## src/rtl/ckcv_pkg.sv

```systemverilog
// ============================================================================
// ckcv_pkg
// Shared types, constants and the CRC-32 byte step for the cache validator.
// ============================================================================
package ckcv_pkg;

    localparam int TABLE_ENTRIES_DEF = 64;

    localparam int KEY_W         = 32;
    localparam int BYTE_W        = 8;
    localparam int DAY_W         = 32;
    localparam int CRC_W         = 32;
    localparam int AGE_W         = 16;
    localparam int STATUS_W      = 4;
    localparam int ENTRY_COUNT_W = 7;

    localparam int S_DATA_W = 72;
    localparam int S_USER_W = 3;
    localparam int M_DATA_W = 40;
    localparam int M_USER_W = 5;

    localparam logic [CRC_W-1:0] CRC_INIT = 32'hFFFF_FFFF;
    localparam logic [CRC_W-1:0] CRC_POLY = 32'hEDB8_8320;
    localparam logic [AGE_W-1:0] MAX_AGE_RESET = 16'd7;

    typedef enum logic [1:0] {
        CMD_QUERY  = 2'd0,
        CMD_RECORD = 2'd1,
        CMD_CLEAR  = 2'd2
    } cmd_t;

    typedef enum logic [STATUS_W-1:0] {
        ST_VALID      = 4'd0,
        ST_NO_URL     = 4'd1,
        ST_NOT_CACHED = 4'd2,
        ST_CHANGED    = 4'd3,
        ST_TOO_OLD    = 4'd4,
        ST_UPDATED    = 4'd5,
        ST_INSERTED   = 4'd6,
        ST_FULL       = 4'd7,
        ST_CLEARED    = 4'd8
    } status_t;

    typedef struct packed {
        logic [KEY_W-1:0] key;
        logic [CRC_W-1:0] hash;
        logic [DAY_W-1:0] day;
    } entry_t;

    typedef struct packed {
        logic crc_step;
        logic crc_reset;
        logic clear_table;
        logic capture;
        logic emit_clear;
        logic emit_no_url;
        logic read_en;
        logic idx_inc;
        logic finish_hit;
        logic finish_miss;
    } ctrl_cmd_t;

    typedef struct packed {
        logic saw_any;
        logic scan_end;
        logic hit;
        logic out_valid;
    } dp_status_t;

    function automatic logic [CRC_W-1:0] crc_fold(input logic [CRC_W-1:0] crc_in,
                                                  input logic [BYTE_W-1:0] data);
        logic [CRC_W-1:0] c;
        c = crc_in ^ {{(CRC_W-BYTE_W){1'b0}}, data};
        for (int k = 0; k < BYTE_W; k++)
        begin
            c = c[0] ? ((c >> 1) ^ CRC_POLY) : (c >> 1);
        end
        return c;
    endfunction

endpackage

```

## src/rtl/ckcv_ctrl.sv

```systemverilog
// ============================================================================
// ckcv_ctrl
// Request sequencer: byte folding, command dispatch and the table scan.
// ============================================================================
module ckcv_ctrl
    import ckcv_pkg::*;
(
    input  logic       clk,
    input  logic       rst_n,
    input  logic       s_tvalid,
    output logic       s_tready,
    input  logic       s_tlast,
    input  logic [1:0] s_cmd,
    input  logic       m_tready,
    input  dp_status_t stat,
    output ctrl_cmd_t  ctrl
);

    typedef enum logic [1:0] {
        IDLE,
        SCAN,
        CHECK
    } state_t;

    state_t state_reg;
    state_t state_next;
    logic   accept;

    assign s_tready = (state_reg == IDLE) && (!stat.out_valid || m_tready);
    assign accept   = s_tvalid && s_tready;

    always_comb
    begin
        ctrl       = '0;
        state_next = state_reg;
        unique case (state_reg)
            IDLE:
            begin
                if (accept)
                begin
                    unique case (s_cmd)
                        CMD_QUERY, CMD_RECORD:
                        begin
                            if (!s_tlast)
                            begin
                                ctrl.crc_step = 1'b1;
                            end
                            else
                            begin
                                ctrl.crc_reset = 1'b1;
                                if (s_cmd == CMD_QUERY && !stat.saw_any)
                                begin
                                    ctrl.emit_no_url = 1'b1;
                                end
                                else
                                begin
                                    ctrl.capture = 1'b1;
                                    state_next   = SCAN;
                                end
                            end
                        end
                        CMD_CLEAR:
                        begin
                            ctrl.clear_table = 1'b1;
                            ctrl.crc_reset   = 1'b1;
                            ctrl.emit_clear  = 1'b1;
                        end
                        default:
                        begin
                        end
                    endcase
                end
            end
            SCAN:
            begin
                if (stat.scan_end)
                begin
                    ctrl.finish_miss = 1'b1;
                    state_next       = IDLE;
                end
                else
                begin
                    ctrl.read_en = 1'b1;
                    state_next   = CHECK;
                end
            end
            CHECK:
            begin
                if (stat.hit)
                begin
                    ctrl.finish_hit = 1'b1;
                    state_next      = IDLE;
                end
                else
                begin
                    ctrl.idx_inc = 1'b1;
                    state_next   = SCAN;
                end
            end
            default:
            begin
                state_next = IDLE;
            end
        endcase
    end

    always_ff @(posedge clk or negedge rst_n)
    begin
        if (!rst_n)
        begin
            state_reg <= IDLE;
        end
        else
        begin
            state_reg <= state_next;
        end
    end

endmodule

```

## config.mk

```make
export PLATFORM = sky130hd
export DESIGN_NAME = ckcv_ctrl
export DESIGN_NICKNAME = d
export VERILOG_FILES = /design/src/rtl/ckcv_pkg.sv /design/src/rtl/ckcv_ctrl.sv
export SDC_FILE = /design/constraint.sdc
export NUM_CORES = 1
export LEC_CHECK = 0
export BUFFER_PORTS_ARGS = -buffer_cell sky130_fd_sc_hd__buf_4
export CAP_MARGIN = 20
export CORE_AREA = 2 2 39 41
export DETAILED_ROUTE_END_ITERATION = 6
export DIE_AREA = 0 0 41 43
export GPL_ROUTABILITY_DRIVEN = 0
export PLACE_DENSITY = 0.57
export SKIP_LAST_GASP = 1
export SYNTH_ARGS = -nofsm -noshare
export SYNTH_HDL_FRONTEND = slang
export SYNTH_SLANG_ARGS = --single-unit
```

## constraint.sdc

```tcl
create_clock -name clk -period 1.99 [get_ports clk]
set_input_delay 0.4975 -clock clk [delete_from_list [all_inputs] [get_ports clk]]
set_output_delay 0.4975 -clock clk [all_outputs]
set_load 0.02 [all_outputs]
```

==> reports/metrics.cfg <==
[status]
outcome=complete, no violations

[cts]
clk_path_buf_depth=2
clk_latency_ps=230
root_buffer=clkbuf_4
htreeDepth=1
cts_sinks=2
clk_pin_slew_ps=30
cts_tree=yes
cts-hold-fix-buffers=0
cts_buffers=3

[synthesis]
synth_cells=25
syn_area_per_cell_um2=10.0
synth_fp_nets=36
ys.warnings.count=0
ys_seq_area_share_pct=20.0
ys_ff_latch=2
synth_cell_type_count=16
synth_area_um2=250

[worst_setup_path]
crit_fanout=7
critPathKind=flop to output port
reg2regPathDepth=2
endpoint_kind=output port
start_kind=flop
r2r_slack_ps=830
r2r-end=state_reg[0]$_DFFE_PN0P_
rr_startpoint=state_reg[0]$_DFFE_PN0P_
cp.required_ps=1490
arrival_ps=1420

[timing]
finClkSkew_ps=5.19
hold_viol_final=0
post-route-min-period_ps=1920
worstMarginPinSlew_ps=392
worst_slack_ps=71.4
rsz0062_at_grt=true
period_share_pct=96.4
slew_viol_final=0
fmax_mhz=521
setup_viol=0
slew-limit-headroom_pct=73.9
hold_ws_ps=40.3

[place]
dp_cells=62
place_ws_ps=131
place.port_buffers=21

[die]
die_x_um=41
rows=14
start_util_pct=18.1
num_io_pins=22
die_y_um=43
coreArea_um2=1380
die-area_um2=1760

[layout]
nFillCells=153
largest_reg_flops=2
multi_input_area_um2=198
nNetsFinal=64
layout-drive-gt1-share_pct=74.5
syn2layout_area_growth_pct=94.5
final-seq-area_um2=51.3
antennaDiodeCount=0
layout.cells.non_filler=67

[power_and_ir_drop]
power_mw=0.213
peakVddDrop_mv=0.354
leakage_nw=0.241
power.density_nw_per_um2=438

[grt]
grt_usage_pct=9.42
grt_max_degree=8
grt_pass1_vias=263
antenna_found_initial=0
grt-ovfl-total=0
grt_pass1_wl_mm=1.05

[job]
drv_cap=0

[drt]
dr_total_vias=275
drt_iter0_drc=2
wl_um=620
wl_per_cell_um=9.25
drc=0
dr.pass1.iters=2
drtAntennaViolNets=0
vias_per_cell=4.10

[hold_path]
worstHoldPathType=input port to asynchronous set/reset pin

==> cells in the mapped netlist <==
master	instances	area, um^2
dfrtp_1	2	50.1
buf_6	1	11.3
a2111oi_2	1	15.0
buf_4	1	7.51
nor4b_2	2	30.0
or3b_1	1	8.76
nor4_1	2	12.5
or2_1	1	6.26
nor2_1	3	11.3
nand3b_1	1	7.51
o41ai_4	1	27.5
nand2b_1	2	12.5
and2b_1	1	7.51
inv_1	2	7.51
and3b_2	2	20.0
nor3b_1	2	15.0
==> logic make-up after synthesis <==
group | Yosys count | synth area share [%]
simple gates | 17 | 52.5
buf+inv | 4 | 10.5
flops | 2 | 20.0
compound gates | 2 | 17.0
==> cells in the final DEF, fill, tap and decap left out <==
master      n
buf_4      25
nor2_1      3
clkbuf_4    3
nand2b_1    2
inv_1       2
nor4b_2     2
nor3b_1     2
and3b_2     2
or2_4       1
and2b_1     1
a2111oi_2   1
nand3b_1    1
nor4_2      1
nor4_4      1
or3b_1      1
o41ai_4     1
dfrtp_1     1
dfrtp_2     1
==> cell type report <==
class	count	area share [%]
multi-input combinational	19	40.6
timing repair buffer	25	38.6
sequential	2	10.5
clock buffer	3	4.63
tap	16	4.11
inverter	2	1.54
==> worst max path at each step <==
stage | start | to
after floorplan | m_tready | ctrl[7]
after global placement | stat[0] | ctrl[9]
after detailed placement | stat[0] | ctrl[6]
after CTS | state_reg[0]$_DFFE_PN0P_ | ctrl[8]
after global routing | state_reg[0]$_DFFE_PN0P_ | ctrl[5]
final | state_reg[0]$_DFFE_PN0P_ | ctrl[8]
==> report_power, final <==
| part | internal (mW) | switching [mW] | total [mW] |
|---|---|---|---|
| combinational | 0.0393 | 0.0370 | 0.0763 |
| clock | 0.0668 | 0.0265 | 0.0933 |
| sequential | 0.0425 | 0.00112 | 0.0437 |
| total | 0.149 | 0.0646 | 0.213 |
==> critical path, cell delays in order, from the launching register on <==
cell and delay [ps]:
dfrtp_1 390, or2_4 320, a2111oi_2 290, buf_4 200
==> repair_timing <==
action | CTS | global route
pin swaps | 0 | 0
setup buffers | 0 | 2
resized for setup | 1 | 1
setup endpoints to repair | 6 | 5
==> metal layers <==
layer	vias up	share of wire (%)	track usage [%]
li1	143	-	-
met1	115	40	10.5
met3	2	7.3	3.14
met4	0	3.4	10.0
met5	-	0	0
met2	15	49	12.5
==> metrics by stage <==
step                setup TNS, ps  instance area [um^2]  utilization (%)
finish                          0                   487             35.2
global route                -25.3                   487             35.2
CTS                             0                   470             34.0
detailed placement              0                   445             32.2
global placement                0                   445             32.2
floorplan                       0                   272                -
Note: power is estimated with default switching activity, not from simulation.
